**src/sv/ertt_pkg.sv**
```systemverilog
// Shared types and constants of the epoch RMS threshold trigger.
// Used by ertt_alu and epoch_rms_threshold_trigger; depends on nothing.
`default_nettype none

package ertt_pkg;

  localparam int DECIM_DEFAULT       = 2;
  localparam int COUNT_WIDTH_DEFAULT = 24;

  localparam int CHAN_W   = 10;
  localparam int SAMPLE_W = 16;
  localparam int EPOCH_W  = 16;
  localparam int RMS_W    = 20;
  localparam int LINE_W   = 5;
  localparam int CFG_W    = 20;
  localparam int CFG_IDX_W = 2;

  localparam int SUM_W   = 56;
  localparam int FRAC_SH = 8;
  localparam int DVD_W   = SUM_W + FRAC_SH;
  localparam int ROOT_IN_W = 2 * RMS_W;
  localparam int ALU_W   = SUM_W;

  localparam logic [EPOCH_W-1:0]  EPOCH_MS_RESET = 16'd1000;
  localparam logic [SAMPLE_W-1:0] MIDSCALE       = 16'h8000;

  typedef enum logic [1:0] {
    FUNC_SAMPLE = 2'd0,
    FUNC_TICK   = 2'd1,
    FUNC_START  = 2'd2,
    FUNC_STOP   = 2'd3
  } func_e;

  typedef enum logic [CFG_IDX_W-1:0] {
    REG_SELECTED_CHANNEL = 2'd0,
    REG_EPOCH_MS         = 2'd1,
    REG_RMS_THRESHOLD_Q4 = 2'd2,
    REG_TRIGGER_SOURCE   = 2'd3
  } cfg_idx_e;

  typedef struct packed {
    func_e               func;
    logic [CHAN_W-1:0]   channel;
    logic [SAMPLE_W-1:0] sample;
    logic                batch_start;
  } in_t;

  typedef struct packed {
    logic [RMS_W-1:0]  rms_q4;
    logic              stimulate;
    logic [LINE_W-1:0] stim_line;
    logic              epoch_empty;
  } out_t;

  typedef struct packed {
    logic [ALU_W-1:0] a;
    logic [ALU_W-1:0] b;
    logic             sub;
  } alu_req_t;

  typedef struct packed {
    logic [ALU_W-1:0] res;
    logic             flag;
  } alu_rsp_t;

endpackage

`default_nettype wire

```
**src/sv/ertt_alu.sv**
```systemverilog
// Shared add and subtract unit of the epoch RMS threshold trigger.
// Depends on ertt_pkg. The flag is the carry of an add or the borrow of a subtract.
`default_nettype none

module ertt_alu
  import ertt_pkg::*;
(
  input  alu_req_t req_i,
  output alu_rsp_t rsp_o
);

  logic [ALU_W:0] full;

  always_comb begin
    if (req_i.sub) begin
      full = {1'b0, req_i.a} - {1'b0, req_i.b};
    end else begin
      full = {1'b0, req_i.a} + {1'b0, req_i.b};
    end
    rsp_o.res  = full[ALU_W-1:0];
    rsp_o.flag = full[ALU_W];
  end

endmodule

`default_nettype wire

```
**src/sv/epoch_rms_threshold_trigger.sv**
```systemverilog
// Top level of the epoch RMS threshold trigger: sequencer, accumulator, divider and root.
// Depends on ertt_pkg and ertt_alu.
//
//   channel  signals                              payload  transfer when
//   input    in_valid_i / in_ready_o              in_t     valid and ready high
//   output   out_valid_o / out_ready_i            out_t    valid and ready high
//   config   cfg_we_i, cfg_idx_i, cfg_wdata_i     20 bits  write enable high
//
// Start, stop, ticks within an epoch and unused samples are handled at accept alone.
// An accumulated sample is accepted, squared, then added in the shared unit.
// An epoch end runs accept, 64 divider and 20 root steps in the shared unit,
// and the load of the output register; an overflowing quotient skips the root steps,
// and an empty epoch goes from accept straight to the load.
// The load waits while the output register holds an earlier result, and the input stays
// stalled meanwhile. Reset clears control and epoch state, and resets the configuration.
`default_nettype none

module epoch_rms_threshold_trigger
  import ertt_pkg::*;
#(
  parameter int DECIM       = DECIM_DEFAULT,
  parameter int COUNT_WIDTH = COUNT_WIDTH_DEFAULT
) (
  input  logic                 clk_i,
  input  logic                 rst_ni,
  input  logic                 in_valid_i,
  output logic                 in_ready_o,
  input  in_t                  in_data_i,
  output logic                 out_valid_o,
  input  logic                 out_ready_i,
  output out_t                 out_data_o,
  input  logic                 cfg_we_i,
  input  logic [CFG_IDX_W-1:0] cfg_idx_i,
  input  logic [CFG_W-1:0]     cfg_wdata_i
);

  localparam int PHASE_W = (DECIM > 1) ? $clog2(DECIM) : 1;
  localparam logic [PHASE_W:0] DECIM_V = (PHASE_W + 1)'(DECIM);
  localparam int STEP_W = $clog2(DVD_W);
  localparam logic [STEP_W-1:0] DIV_LAST  = STEP_W'(DVD_W - 1);
  localparam logic [STEP_W-1:0] ROOT_LAST = STEP_W'(RMS_W - 1);

  typedef enum logic [2:0] {
    S_IDLE,
    S_MUL,
    S_ACC,
    S_DIV,
    S_ROOT,
    S_DONE
  } state_e;

  state_e                 state_q, state_d;
  logic                   running_q, running_d;
  logic [SUM_W-1:0]       sum_q, sum_d;
  logic [COUNT_WIDTH-1:0] count_q, count_d;
  logic [EPOCH_W-1:0]     tick_q, tick_d;
  logic [PHASE_W-1:0]     phase_q, phase_d;
  logic [STEP_W-1:0]      step_q, step_d;
  logic                   out_valid_q, out_valid_d;
  out_t                   out_q, out_d;

  logic [CHAN_W-1:0]  sel_chan_q;
  logic [EPOCH_W-1:0] epoch_ms_q;
  logic [RMS_W-1:0]   thr_q;
  logic [LINE_W-1:0]  trig_src_q;

  logic [SAMPLE_W-1:0]    mag_q, mag_d;
  logic [2*SAMPLE_W-1:0]  sq_q, sq_d;
  logic [DVD_W-1:0]       dvd_q, dvd_d;
  logic [COUNT_WIDTH-1:0] dvs_q, dvs_d;
  logic [COUNT_WIDTH-1:0] rem_q, rem_d;
  logic [ROOT_IN_W-1:0]   quo_q, quo_d;
  logic                   ovf_q, ovf_d;
  logic [ROOT_IN_W-1:0]   val_q, val_d;
  logic [ROOT_IN_W-1:0]   root_q, root_d;
  logic [ROOT_IN_W-1:0]   bit_q, bit_d;
  logic [RMS_W-1:0]       rms_q, rms_d;
  logic                   empty_q, empty_d;

  alu_req_t alu_req;
  alu_rsp_t alu_rsp;

  logic [PHASE_W-1:0]   phase_eff;
  logic [PHASE_W:0]     phase_inc;
  logic [EPOCH_W-1:0]   tick_inc;
  logic [EPOCH_W-1:0]   epoch_len;
  logic [COUNT_WIDTH:0] rem_sh;
  logic                 qbit;
  logic                 stim;

  ertt_alu u_alu (
    .req_i (alu_req),
    .rsp_o (alu_rsp)
  );

  assign in_ready_o  = (state_q == S_IDLE);
  assign out_valid_o = out_valid_q;
  assign out_data_o  = out_q;

  assign phase_eff = in_data_i.batch_start ? '0 : phase_q;
  assign phase_inc = {1'b0, phase_eff} + 1'b1;
  assign tick_inc  = tick_q + 1'b1;
  assign epoch_len = (epoch_ms_q == '0) ? EPOCH_W'(1) : epoch_ms_q;
  assign rem_sh    = {rem_q, dvd_q[DVD_W-1]};
  assign qbit      = ~alu_rsp.flag;
  assign stim      = ~empty_q && (rms_q > thr_q);

  always_comb begin
    state_d     = state_q;
    running_d   = running_q;
    sum_d       = sum_q;
    count_d     = count_q;
    tick_d      = tick_q;
    phase_d     = phase_q;
    step_d      = step_q;
    out_valid_d = out_valid_q;
    out_d       = out_q;
    mag_d       = mag_q;
    sq_d        = sq_q;
    dvd_d       = dvd_q;
    dvs_d       = dvs_q;
    rem_d       = rem_q;
    quo_d       = quo_q;
    ovf_d       = ovf_q;
    val_d       = val_q;
    root_d      = root_q;
    bit_d       = bit_q;
    rms_d       = rms_q;
    empty_d     = empty_q;
    alu_req     = '0;

    if (out_valid_q && out_ready_i) begin
      out_valid_d = 1'b0;
    end

    case (state_q)
      S_IDLE: begin
        if (in_valid_i) begin
          case (in_data_i.func)
            FUNC_START: begin
              if (!running_q) begin
                running_d = 1'b1;
                sum_d     = '0;
                count_d   = '0;
                tick_d    = '0;
                phase_d   = '0;
              end
            end
            FUNC_STOP: begin
              if (running_q) begin
                running_d = 1'b0;
                sum_d     = '0;
                count_d   = '0;
                tick_d    = '0;
              end
            end
            FUNC_SAMPLE: begin
              if (running_q) begin
                phase_d = phase_eff;
                if (in_data_i.channel == sel_chan_q) begin
                  phase_d = (phase_inc >= DECIM_V) ? '0 : phase_inc[PHASE_W-1:0];
                  if (phase_eff == '0 && !(&count_q)) begin
                    if (in_data_i.sample[SAMPLE_W-1]) begin
                      mag_d = in_data_i.sample - MIDSCALE;
                    end else begin
                      mag_d = MIDSCALE - in_data_i.sample;
                    end
                    state_d = S_MUL;
                  end
                end
              end
            end
            FUNC_TICK: begin
              if (running_q) begin
                if (tick_inc < epoch_len) begin
                  tick_d = tick_inc;
                end else begin
                  tick_d = '0;
                  if (count_q == '0) begin
                    rms_d   = '0;
                    empty_d = 1'b1;
                    state_d = S_DONE;
                  end else begin
                    dvd_d   = {sum_q, {FRAC_SH{1'b0}}};
                    dvs_d   = count_q;
                    rem_d   = '0;
                    quo_d   = '0;
                    ovf_d   = 1'b0;
                    step_d  = DIV_LAST;
                    empty_d = 1'b0;
                    sum_d   = '0;
                    count_d = '0;
                    state_d = S_DIV;
                  end
                end
              end
            end
            default: begin
            end
          endcase
        end
      end
      S_MUL: begin
        sq_d    = mag_q * mag_q;
        state_d = S_ACC;
      end
      S_ACC: begin
        alu_req.a   = sum_q;
        alu_req.b   = ALU_W'(sq_q);
        alu_req.sub = 1'b0;
        sum_d       = alu_rsp.flag ? '1 : alu_rsp.res;
        count_d     = count_q + 1'b1;
        state_d     = S_IDLE;
      end
      S_DIV: begin
        alu_req.a   = ALU_W'(rem_sh);
        alu_req.b   = ALU_W'(dvs_q);
        alu_req.sub = 1'b1;
        rem_d       = qbit ? alu_rsp.res[COUNT_WIDTH-1:0] : rem_sh[COUNT_WIDTH-1:0];
        dvd_d       = {dvd_q[DVD_W-2:0], 1'b0};
        ovf_d       = ovf_q | quo_q[ROOT_IN_W-1];
        quo_d       = {quo_q[ROOT_IN_W-2:0], qbit};
        if (step_q == '0) begin
          if (ovf_d) begin
            rms_d   = '1;
            state_d = S_DONE;
          end else begin
            val_d   = quo_d;
            root_d  = '0;
            bit_d   = {2'b01, {(ROOT_IN_W - 2){1'b0}}};
            step_d  = ROOT_LAST;
            state_d = S_ROOT;
          end
        end else begin
          step_d = step_q - 1'b1;
        end
      end
      S_ROOT: begin
        alu_req.a   = ALU_W'(val_q);
        alu_req.b   = ALU_W'(root_q | bit_q);
        alu_req.sub = 1'b1;
        if (!alu_rsp.flag) begin
          val_d  = alu_rsp.res[ROOT_IN_W-1:0];
          root_d = (root_q >> 1) | bit_q;
        end else begin
          root_d = root_q >> 1;
        end
        bit_d = bit_q >> 2;
        if (step_q == '0) begin
          rms_d   = root_d[RMS_W-1:0];
          state_d = S_DONE;
        end else begin
          step_d = step_q - 1'b1;
        end
      end
      S_DONE: begin
        if (!out_valid_q) begin
          out_d.rms_q4      = rms_q;
          out_d.stimulate   = stim;
          out_d.stim_line   = stim ? trig_src_q : '0;
          out_d.epoch_empty = empty_q;
          out_valid_d       = 1'b1;
          state_d           = S_IDLE;
        end
      end
      default: begin
        state_d = S_IDLE;
      end
    endcase
  end

  always_ff @(posedge clk_i or negedge rst_ni) begin
    if (!rst_ni) begin
      state_q     <= S_IDLE;
      running_q   <= 1'b0;
      sum_q       <= '0;
      count_q     <= '0;
      tick_q      <= '0;
      phase_q     <= '0;
      step_q      <= '0;
      out_valid_q <= 1'b0;
      out_q       <= '0;
    end else begin
      state_q     <= state_d;
      running_q   <= running_d;
      sum_q       <= sum_d;
      count_q     <= count_d;
      tick_q      <= tick_d;
      phase_q     <= phase_d;
      step_q      <= step_d;
      out_valid_q <= out_valid_d;
      out_q       <= out_d;
    end
  end

  always_ff @(posedge clk_i or negedge rst_ni) begin
    if (!rst_ni) begin
      sel_chan_q <= '0;
      epoch_ms_q <= EPOCH_MS_RESET;
      thr_q      <= '0;
      trig_src_q <= '0;
    end else if (cfg_we_i) begin
      case (cfg_idx_i)
        REG_SELECTED_CHANNEL: sel_chan_q <= cfg_wdata_i[CHAN_W-1:0];
        REG_EPOCH_MS:         epoch_ms_q <= cfg_wdata_i[EPOCH_W-1:0];
        REG_RMS_THRESHOLD_Q4: thr_q      <= cfg_wdata_i[RMS_W-1:0];
        REG_TRIGGER_SOURCE:   trig_src_q <= cfg_wdata_i[LINE_W-1:0];
        default: begin
        end
      endcase
    end
  end

  always_ff @(posedge clk_i) begin
    mag_q   <= mag_d;
    sq_q    <= sq_d;
    dvd_q   <= dvd_d;
    dvs_q   <= dvs_d;
    rem_q   <= rem_d;
    quo_q   <= quo_d;
    ovf_q   <= ovf_d;
    val_q   <= val_d;
    root_q  <= root_d;
    bit_q   <= bit_d;
    rms_q   <= rms_d;
    empty_q <= empty_d;
  end

  // An empty accumulator never carries a nonzero sum.
  a_empty_sum: assert property (@(posedge clk_i) disable iff (!rst_ni)
    (count_q == '0) |-> (sum_q == '0))
    else $error("sum nonzero while sample count is zero");

  // While stopped, the epoch state stays cleared.
  a_stopped_clear: assert property (@(posedge clk_i) disable iff (!rst_ni)
    !running_q |-> (tick_q == '0 && count_q == '0))
    else $error("epoch state not cleared while stopped");

  // An empty epoch never fires stimulation.
  a_empty_no_stim: assert property (@(posedge clk_i) disable iff (!rst_ni)
    out_valid_q |-> !(out_q.stimulate && out_q.epoch_empty))
    else $error("empty epoch flagged with stimulation");

  // A result is loaded only when the output register was free.
  a_load_free: assert property (@(posedge clk_i) disable iff (!rst_ni)
    (state_q == S_DONE && state_d == S_IDLE) |-> !out_valid_q)
    else $error("result loaded over a pending result");

endmodule

`default_nettype wire
```
**config.mk**
```make
export PLATFORM = sky130hd
export DESIGN_NAME = epoch_rms_threshold_trigger
export DESIGN_NICKNAME = d
export VERILOG_FILES = /design/src/sv/ertt_pkg.sv /design/src/sv/ertt_alu.sv /design/src/sv/epoch_rms_threshold_trigger.sv
export SDC_FILE = /design/constraint.sdc
export NUM_CORES = 1
export LEC_CHECK = 0
export ABC_AREA = 1
export BUFFER_PORTS_ARGS = -buffer_cell sky130_fd_sc_hd__buf_2
export CORE_MARGIN = 2
export CORE_UTILIZATION = 52
export CTS_CLUSTER_SIZE = 30
export DETAILED_ROUTE_END_ITERATION = 16
export PLACE_DENSITY = 0.68
export SETUP_SLACK_MARGIN = 0.02
export SLEW_MARGIN = 20
export SYNTH_ARGS = -nofsm -noshare
export SYNTH_HDL_FRONTEND = slang
export SYNTH_SLANG_ARGS = --single-unit
```
**constraint.sdc**
```tcl
create_clock -name clk_i -period 29.4 [get_ports clk_i]
set_input_delay 2.94 -clock clk_i [delete_from_list [all_inputs] [get_ports clk_i]]
set_output_delay 2.94 -clock clk_i [all_outputs]
set_load 0.05 [all_outputs]
```
# == Word level (Yosys, flattened, before mapping) ==
# Cells that the tools add are included.
# word_totals
reg_bits,528
input_bits,56
# op_classes
bitwise_logic,9
n_eq_ne,40
reduce_logical,36
n_mux,102
n_lt_le_gt_ge,3
add_sub_neg,8
mul,1
# ops
cell,n
$mux W40,13
$mux W56,7
$pmux W113 S3,1
$mux W64,5
$pmux W40 S2,4
$mux W24,9
$pmux W56 S3,1
$mux W20,8
$pmux W64 S2,1
$pmux W56 S2,1
$mux W16,6
$pmux W24 S2,2
$pmux W24 S3,1
$pmux W20 S3,1
$add A56 B56 Y57,1
$mux W57,1
$sub A56 B56 Y57,1
$mux W6,8
$pmux W16 S3,1
$or A39 B40 Y40,1
$or A40 B40 Y40,1
$mul A16 B16 Y32,1
$mux W3,10
$ne A2 B2 Y1 const B,14
45 further kinds,100

# == Depth between registers and ports, before layout ==
# logic_depth
ltp_word,9
ltp_mapped,34
ltp_nobuf,31

# == By module ==
# From an unflattened synthesis, not the netlist that was laid out.
# hier_totals
hier_cells,4856
hier_area_um2,37662.4
# by_module_without_submodules
module,area_each_um2,cells_each,instances
epoch_rms_threshold_trigger,30194.0,3272,1
ertt_alu,7468.4,1584,1

# == Least setup slack after synthesis ==
# OpenSTA, ideal clock, no wires.
# synth_timing
path_kind,register to register
startpoint,register state_q[2]
endpoint,register val_q[0] (enable)
t_arrival_ps,8797
setup_time_ps,498
n_path_buf,1
period_less_slack_ps,9296
stages_incl_launch_ff,10
t_required_ps,28902
slack_ps,20104
path_cell_list,dfrtp_1 inv_2 nand2_2 nor2_2 buf_4 inv_2 nand2_1 inv_1 nor3_1 a21boi_0
# synth_via
elab_chain_len,6
elab_cells_between_ends,12
# synth_rtl
item,line,source
"start, declared",epoch_rms_threshold_trigger.sv:52,"state_e state_q, state_d;"
"start signal, assigned",epoch_rms_threshold_trigger.sv:284,state_q <= state_d;
$eq A3 B3 Y1 / $eq A3 B2 Y1 (equally long branches),epoch_rms_threshold_trigger.sv:136,case (state_q)
$pmux W113 S3,epoch_rms_threshold_trigger.sv:136,
$add A56 B56 Y57 / $sub A56 B56 Y57 (equally long branches),"ertt_alu.sv:18, ertt_alu.sv:16",
$mux W57,ertt_alu.sv:15,if (req_i.sub) begin
$ne A2 B2 Y1 (no source line),n/a,
$reduce_and A4 Y1 (no source line) *,n/a,
"end signal, assigned",epoch_rms_threshold_trigger.sv:322,val_q <= val_d;
"end, declared",epoch_rms_threshold_trigger.sv:74,"logic [ROOT_IN_W-1:0] val_q, val_d;"
# Mark *: on every way between the ends. The rest lies on a longest branch, timed or not.
# A chain may end at the register's enable or synchronous reset.

# == Worst setup path after layout ==
# layout_timing
startpoint,register state_q[2]
endpoint,register val_q[3] (enable)
# The elaborated chain is that of the path after synthesis.

==> summary.txt <==
STA
  – Final cycle utilization of the critical path: 24.4%
  – Pins over their slew limit: 0
  – Clock Skew: 29.1 ps
  – TNS Setup: 0 ps
  – Slew headroom: 30.1%
  – Final Critical Period: 7180 ps
  – Hold Vio Cnt, Final: 0
  – Final setup fails: 0
  – Max Clock Freq: 0.139 GHz
  – RSZ-0062 raised after global routing: no
  – Worst-Margin Slew: 1050 ps

Place
  – Port Buf Inserts: 84
  – Global placement routability congestion: 1.01
  – DP Wirelength: 72700 um
  – Placed cells: 5340

Floorplan
  – Die H: 267 um
  – Placeable Area: 0.0685 mm2
  – # IOs: 85
  – Initial Utilization: 52.4%
  – Die area: 0.0711 mm2
  – Horiz. Die Dim: 267 um
  – # rows: 96

Worst setup path
  – Delay-heaviest family, CP: buffers and inverters
  – WP buf/inv: 9
  – Crit path arrival time: 7440 ps
  – CP max stage cell: buf_4
  – Setup CP Type: reg2reg
  – Delay of the slowest cell on the worst path: 780 ps
  – CP most frequent cell: nand2_1
  – Critical path peak fanout: 81
  – Critical Path Source Type: register
  – CP required: 29660 ps
  – Crit path capture type: register

Layout
  – Reg area: 0.0140 mm2
  – Fillcell total: 6324
  – Non-Filler Instances: 5446
  – Layout cells sized above 1: 5.96%
  – Area delta synth->final: 8.32%
  – Area of the multi-input gates: 0.0184 mm2
  – Nets@finish: 4937
  – Diode count: 0

Yosys
  – Mean Syn Cell Area: 7.98 um2
  – Post-Syn Instances: 4490
  – FF+latch count, synth: 498
  – Area contributors post-synth: edfxtp_1 26%, nand2_1 15%, dfrtp_1 13%
  – Synthesized area: 0.0358 mm2
  – Dominant synthesized flop cell: edfxtp_1
  – Sequential area share after synthesis: 39.1%
  – Synth top cells by count: 1387 x nand2_1, 731 x inv_1, 370 x nor2_1, 312 x edfxtp_1, 239 x o21ai_0
  – Synth warn: 0
  – Synth cell types: 49
  – Synth async-reset ratio: 37.3%
  – Synth area leader: edfxtp_1
  – Syn nets: 4911
  – Post-synth top area share: 26.1%
  – Post-synth EDFFs: 312
  – Most frequent cell after synthesis: nand2_1

Clocking
  – Max Root-Sink Buffers: 3
  – CTS sink count: 498
  – Post-CTS Setup Bufs: 0
  – Post-CTS resize count: 0
  – Clk slew on worst S/H paths: 60 ps
  – CTS tree: built
  – Hold_buf cts: 0
  – CTS Buf Count: 56
  – H-tree depth: 2
  – Clock Latency Late Sink: 650 ps
  – Clock Tree Root: clkbuf_16

Global routing
  – First-pass GRT wire length: 152000 um
  – Largest net degree at the start of global routing: 89
  – GRT Util Overall: 27.2%
  – Grt total ovfl: 0
  – Vias in the first global route: 27800
  – Initial antenna violation count: 0

Drt
  – Vias: 28900
  – Iter 0 DRT Violations: 2611
  – Routed WL: 95600 um
  – Routed Antenna Nets: 0
  – WL per Instance: 17.6 um
  – Vias per cell: 5.31
  – DRC errors left: 0
  – First drt pass iteration count: 8

Run status
  – Status: finished, final reports clean

Worst hold path
  – Hold Path Class: reg2reg

Pwr
  – P_leak: 20.0 nW
  – PwrDens: 85.3 mW/mm2
  – Final Power: 3.31 mW
  – Peak supply drop: 0.0785 mV

Job
  – Total of max-cap violations: 0
## layer usage
metal  global-route usage (%)  vias to the layer above  share of wire [%]
met5                        0                        -                  0
met4                     6.67                        0                2.4
met3                     3.36                      129                5.7
met2                     43.9                      828                 45
met1                     39.2                    13700                 46
li1                         -                    14300                  -
## per-stage QoR
stage	cell area, um2	utilization (%)	setup WS, ps	hold WS, ps
2_1_floorplan	35800	-	20100	424
3_3_place_gp	37000	54.0	22540	453
3_5_place_dp	37000	54.0	22370	456
4_1_cts	38800	56.7	22330	471
5_1_grt	38800	56.7	21690	490
6_report	38800	56.7	22220	467
## power breakdown
part	switching [mW]	leakage, nW	internal, mW	total [mW]
clock network	0.303	0.908	0.411	0.714
logic	1.10	13.8	0.468	1.56
registers	0.0838	5.27	0.950	1.03
## final cells by class
cell class,count,share of cell area (%)
Sequential cell,498,36.1
Timing Repair Buffer,108,1.57
Tap cell,882,2.84
Inverter,736,7.13
Multi-Input combinational cell,3116,47.5
Clock buffer,80,4.05
Clock inverter,26,0.789
## worst paths after layout
| check | start | endpoint | slack [ps] | cells after the start |
|---|---|---|---|---|
| min | out_data_o[21] | out_data_o[21] | 470 | 2 |
| max reg2reg | state_q[2] | val_q[3] | 22220 | 30 |
| max in group asynchronous | rst_ni | sum_q[47] | 25780 | 2 |
| min in group asynchronous | rst_ni | sel_chan_q[6] | 2310 | 1 |
| min reg2reg | out_data_o[21] | out_data_o[21] | 470 | 2 |
| max | state_q[2] | val_q[3] | 22220 | 30 |
## flip-flops by register name, indices dropped and copies added, names as in the netlist, 24 cells and up
signal and count:
count_q 24, dvd_q 56, dvs_q 24, out_data_o 27
quo_q 40, rem_q 24, root_q 39, sq_q 31
sum_q 56, val_q 40
## cell usage in the layout, fill, tap and decap left out, types with 7 or more instances in the layout
cell type     n
nand4_1      46
buf_4        24
nand3_2      23
nor2_1      369
o21bai_1     12
buf_2        83
clkbuf_8      7
a21oi_1     157
a22o_1       16
clkinv_2      9
nor2_2       15
edfxtp_1    312
dfrtp_1     180
xnor2_1      65
o22ai_1      12
clkbuf_1     17
ha_1        198
xor2_1       66
a31oi_1       8
nand2_1    1384
o211ai_1      7
or2_2        12
inv_1       730
nand3_1     210
nand3b_1     11
clkbuf_16    57
nor3_1       40
a21o_1        7
o21ai_0     239
fa_1        167
nor4_1        9
## cells by family (layout without fill, tap and decap cells)
logic type      Yosys count  in the layout  synth area share [%]
simple gates           2139           2139                  24.6
flops                   498            498                  39.1
fa+ha+maj               365            365                  16.2
xor+xnor                131            131                  3.20
compound gates          481            481                  7.29
buf+inv                 876            950                  9.58
## worst register-to-register path: cells and delay by family (launching register included)
family	cells	cell delay [ps]
AND/OR/NAND/NOR	18	2620
buffers and inverters	9	2960
adder cells (fa/ha/maj)	1	370
AO/OA/AOI/OAI	2	320
flip-flops	1	470
No activity file was read; power rests on OpenSTA's default activity.
